$ cat src/rtl/core/fpalu_pkg.sv
`timescale 1ns / 1ps
package fpalu_pkg;

  // Opcodes
  localparam logic [3:0] OP_ADD      = 4'd0;
  localparam logic [3:0] OP_SUB      = 4'd1;
  localparam logic [3:0] OP_MUL      = 4'd2;
  localparam logic [3:0] OP_DIV      = 4'd3;
  localparam logic [3:0] OP_GT       = 4'd4;
  localparam logic [3:0] OP_LT       = 4'd5;
  localparam logic [3:0] OP_GE       = 4'd6;
  localparam logic [3:0] OP_LE       = 4'd7;
  localparam logic [3:0] OP_EQ       = 4'd8;
  localparam logic [3:0] OP_NE       = 4'd9;
  localparam logic [3:0] OP_MIN      = 4'd10;
  localparam logic [3:0] OP_MAX      = 4'd11;
  localparam logic [3:0] OP_INC      = 4'd12;
  localparam logic [3:0] OP_DEC      = 4'd13;
  localparam logic [3:0] OP_FROM_INT = 4'd14;
  localparam logic [3:0] OP_TO_INT   = 4'd15;

  localparam int unsigned DATA_W = 32;

  // Per-word info that rides alongside the divider stages
  typedef struct packed {
    logic [DATA_W-1:0] res;     // result of every non-divide op
    logic              cmp;
    logic              is_div;
    logic              neg;     // quotient gets negated
    logic              dz;
  } fpalu_side_t;

endpackage

$ cat src/rtl/core/fpalu_front.sv
`timescale 1ns / 1ps
module fpalu_front import fpalu_pkg::*; #(
  parameter int FRACTION_BITS = 8,
  parameter int DW            = 32 + FRACTION_BITS
) (
  input  logic               clk,
  input  logic               rst_n,
  input  logic               adv,
  input  logic               in_valid,
  input  logic [3:0]         cmd,
  input  logic signed [31:0] operand_a,
  input  logic signed [31:0] operand_b,
  output logic               valid_r,
  output logic [DW-1:0]      num_r,
  output logic [31:0]        den_r,
  output fpalu_side_t        side_r
);

  logic signed [63:0] prod;
  logic [31:0]        abs_a;
  logic [31:0]        abs_b;
  fpalu_side_t        side_nxt;

  assign prod  = operand_a * operand_b;
  assign abs_a = operand_a[31] ? 32'(-operand_a) : 32'(operand_a);
  assign abs_b = operand_b[31] ? 32'(-operand_b) : 32'(operand_b);

  // Decode and all non-divide ops
  always_comb begin
    side_nxt        = '0;
    side_nxt.is_div = (cmd == OP_DIV);
    side_nxt.neg    = operand_a[31] ^ operand_b[31];
    side_nxt.dz     = (cmd == OP_DIV) && (operand_b == 32'sd0);
    case (cmd)
      OP_ADD:      side_nxt.res = 32'(operand_a + operand_b);
      OP_SUB:      side_nxt.res = 32'(operand_a - operand_b);
      OP_MUL:      side_nxt.res = prod[FRACTION_BITS +: 32];
      OP_GT:       side_nxt.cmp = operand_a > operand_b;
      OP_LT:       side_nxt.cmp = operand_a < operand_b;
      OP_GE:       side_nxt.cmp = operand_a >= operand_b;
      OP_LE:       side_nxt.cmp = operand_a <= operand_b;
      OP_EQ:       side_nxt.cmp = operand_a == operand_b;
      OP_NE:       side_nxt.cmp = operand_a != operand_b;
      OP_MIN:      side_nxt.res = (operand_a < operand_b) ? operand_a : operand_b;
      OP_MAX:      side_nxt.res = (operand_a > operand_b) ? operand_a : operand_b;
      OP_INC:      side_nxt.res = 32'(operand_a + 32'sd1);
      OP_DEC:      side_nxt.res = 32'(operand_a - 32'sd1);
      OP_FROM_INT: side_nxt.res = 32'(operand_a <<< FRACTION_BITS);
      OP_TO_INT:   side_nxt.res = 32'(operand_a >>> FRACTION_BITS);
      default:     side_nxt.res = '0;  // divide finishes in the array
    endcase
  end

  always_ff @(posedge clk) begin
    if (!rst_n) begin
      valid_r <= 1'b0;
    end else if (adv) begin
      valid_r <= in_valid;
    end
  end

  always_ff @(posedge clk) begin
    if (adv) begin
      num_r  <= DW'(abs_a) << FRACTION_BITS;
      den_r  <= abs_b;
      side_r <= side_nxt;
    end
  end

endmodule

$ cat config.mk
export PLATFORM = sky130hd
export DESIGN_NAME = fpalu_front
export DESIGN_NICKNAME = d
export VERILOG_FILES = /design/src/rtl/core/fpalu_pkg.sv /design/src/rtl/core/fpalu_front.sv
export SDC_FILE = /design/constraint.sdc
export NUM_CORES = 2
export LEC_CHECK = 0
export ABC_AREA = 1
export BUFFER_PORTS_ARGS = -buffer_cell sky130_fd_sc_hd__buf_2
export CAP_MARGIN = 0
export CORE_MARGIN = 2
export CORE_UTILIZATION = 30
export CTS_BUF_LIST = sky130_fd_sc_hd__clkbuf_4
export DETAILED_ROUTE_END_ITERATION = 10
export HOLD_SLACK_MARGIN = 0.02
export PLACE_DENSITY_LB_ADDON = 0.12
export RECOVER_POWER = 25
export SETUP_SLACK_MARGIN = 0.05
export SYNTH_ARGS = -nofsm -noshare
export SYNTH_HDL_FRONTEND = slang
export SYNTH_SLANG_ARGS = --single-unit
$ cat constraint.sdc
create_clock -name clk -period 6.6 [get_ports clk]
set_input_delay 0.66 -clock clk [delete_from_list [all_inputs] [get_ports clk]]
set_output_delay 0.66 -clock clk [all_outputs]
set_load 0.02 [all_outputs]
==> impl_metrics.csv <==
group,metric,value,unit
final_layout,final_nets,6402,
route,drcViolationCount,0,
yosys,synth.area.top_cells,"fa_1 (36%), nand2_1 (14%), inv_1 (14%)",
yosys,synth-xor-area-share,1.90,%
worst_hold_path,min-delay-start,"in_valid",
timing,fin_ws,-36.8,ps
yosys,syn_area,0.0360,mm^2
global_routing,grt_pass1_vias,34500,
clock_network,numClockSinks,101,
global_routing,gr-usage-all-layers,26.0,%
yosys,synth-edff-count,100,
yosys,synth-seq-area-share,8.39,%
yosys,netlist.area_leader.share,35.8,%
worst_hold_path,hold_depth,3,
yosys,yosysMostFrequentCell,"nand2_1",
timing,worst_pin_slew,3980,ps
die,die_width,351,um
worst_setup_path,slowest_stage,"fa_2",
timing,setup_viol,1,
worst_setup_path,crit_buf_inv,8,
worst_setup_path,worst_ep_required_time,7120,ps
yosys,synth_top_cell_by_area,"fa_1",
global_routing,grt_pass1_wl,232000,um
final_layout,fin_util,36.9,%
clock_network,clk_latency,690,ps
worst_setup_path,critical_path_class,"in -> reg",
worst_setup_path,endpoint_kind,"flop",
final_layout,fill_cells,13000,
worst_setup_path,r2r_cells,2,
yosys,synth-compound-area-share,7.46,%
die,dieArea,0.123,mm^2
flow_run,max-cap-violations,2,
route,ant_nets,0,
worst_setup_path,cp_top_family,"adder cells",
yosys,synth.area.mux_share,0,%
die,io_pins,181,
worst_setup_path,r2r-end,"valid_r$_SDFFE_PN0P_",
yosys,synth_top_family_by_area,"adder cells",
placed_design,dp_hpwl,136000,um
route,viasPerCell,4.75,
final_layout,areaGrowthSynthToFinish,22.3,%
yosys,syn_area_per_cell,7.20,um^2
die,start_util,30.1,%
route,drt_iter0_drc,2513,
clock_network,cts_hold_buf,0,
yosys,yosysUniqueCellTypes,55,
worst_setup_path,crit_path_frequent_cell,"fa_1",
worst_setup_path,cpPeakStageDelay,640,ps
outcome,status,"finished with violations",
worst_setup_path,crit_start,"operand_a[19]",
worst_hold_path,hold_end,"valid_r$_SDFFE_PN0P_",
worst_setup_path,timing.rr.start,"valid_r$_SDFFE_PN0P_",
die,rows,127,
yosys,synth_simple_gate_area_share,21.5,%
final_layout,drive_gt1_share,17.8,%
yosys,yosysWarnings,0,
worst_setup_path,path_max_fanout,9,
placed_design,place_congestion,0.966,
timing,finClkSkew,0,ps
die,core_area,0.119,mm^2
route,wire_per_inst,22.7,um
die,die_y,351,um
clock_network,cts_buffer_depth,2,
yosys,synth-main-ff-cell,"edfxtp_1",
placed_design,port_buffers,172,
route,first_pass_iters,6,
worst_setup_path,crit_arrival,7150,ps
timing,fin_crit,6640,ps
timing,final-hold-violation-count,0,
clock_network,htreeDepth,3,
clock_network,cts_tree,"yes",
yosys,ys_seq_elements,101,
timing,slew_headroom,-165,%
worst_hold_path,hp-class,"in -> reg",
yosys,async_flop_share,0,%
clock_network,cts_root_buf,"clkbuf_4",
yosys,synthCells,5005,
timing,post-route-period-util,101,%
worst_setup_path,start_kind,"input port",
clock_network,cts_made_buffers,9,
route,totalWireLength,161000,um
placed_design,dp_slack,-1260,ps
route,num_vias,33600,
timing,max_freq,151,MHz
yosys,synth_common_cells,"nand2_1 (1,332), inv_1 (1,329), fa_1 (644)",
global_routing,grt_start_max_net_pins,61,
timing,slew_violations,105,
clock_network,cts.clk_slew.worst_paths,230,ps
timing,rsz0062_at_grt,"true",
final_layout,multi_input_area,0.0282,mm^2
yosys,synth_fa_ha_area_share,44.1,%
global_routing,antenna_found_initial,14,
final_layout,ff_latch_area,0.00302,mm^2
global_routing,globalRouteOverflowTotal,0,
worst_setup_path,reg2reg_slack,5800,ps
timing,tns,-36.8,ps
outcome,violations,"max-capacitance violations, max-slew violations, negative setup slack",
-- area by class of cell --
cell class | instances | share of cell area, %
inverters | 1342 | 11.4
well taps | 1612 | 4.58
repair buffers | 656 | 12.7
diodes | 8 | 0.0454
clock inverters | 7 | 0.167
clock buffers | 9 | 0.153
flip-flops and latches | 101 | 6.86
multi-input cells | 3337 | 64.0
-- kinds of logic (layout without fill, tap and decap cells) --
kind of cell	Yosys count	after routing
and+or+nand+nor	1894	1894
buffers and inverters	1574	2014
adders and majority gates	883	883
AOI/OAI and AO/OA	474	474
DFF	101	101
xor gates and xnor gates	78	78
other	1	16
-- metrics by stage --
stage	std cells	instance area (um^2)	hold slack, ps
floorplan	5012	37000	606
global placement	7012	42300	517
detailed placement	7012	42300	541
CTS	7028	42600	93.3
global route	7066	44100	177
finish	7072	44100	160
-- state kept, by name, summed over array words and instances (netlist names) --
register,flops
valid_r,1
num_r,32
den_r,32
side_r,36
-- repair_timing --
action	CTS	global route
setup endpoints to repair	25	28
resized for setup	49	310
pin swaps	5	150
buffers inserted	0	29
gates cloned	0	7
-- metal layers --
metal / wire length, um / up-vias / track usage, %
met5: 27 / - / 0
met4: 5510 / 4 / 7.37
met3: 10100 / 179 / 3.00
met2: 72300 / 1058 / 42.1
met1: 73000 / 16700 / 36.6
li1: - / 15600 / -
-- worst min-delay path, cell delays in order --
cell and delay (ps):
buf_2 90, inv_1 40, a21oi_1 50
-- how the worst max path moves through the flow --
| stage | to | slack [ps] | cells after the start |
|---|---|---|---|
| after global placement | side_r[27]$_DFFE_PP_ | -1260 | 23 |
| final | side_r[27]$_DFFE_PP_ | -40 | 28 |
| after CTS | side_r[27]$_DFFE_PP_ | 20 | 26 |
| after detailed placement | side_r[27]$_DFFE_PP_ | -1260 | 23 |
| after global routing | side_r[33]$_DFFE_PP_ | -200 | 26 |
| after floorplan | side_r[34]$_DFFE_PP_ | -220 | 26 |
-- layout by cell type (no fill, tap or decap), drive strengths merged, types with 7 or more instances in the layout --
cell | Yosys | final
edfxtp | 100 | 100
o22ai | 10 | 10
conb | 1 | 8
buf | 88 | 636
inv | 1337 | 1342
fa | 644 | 644
a21oi | 161 | 161
a31oi | 15 | 15
a22oi | 18 | 18
o21ai | 182 | 182
nand2 | 1341 | 1341
clkbuf | 144 | 29
o211ai | 22 | 22
nor4 | 13 | 13
xnor2 | 15 | 15
nor2 | 266 | 266
nand4 | 32 | 32
nand3 | 171 | 171
xor2 | 63 | 63
o21bai | 15 | 15
nor3 | 31 | 31
clkinv | 5 | 7
a21boi | 10 | 10
or2 | 10 | 10
a21o | 20 | 20
diode | 0 | 8
nand3b | 24 | 24
ha | 239 | 239
Power is not shown: default switching activity piles up to over one toggle a cycle in this logic, so the estimate is an artifact.
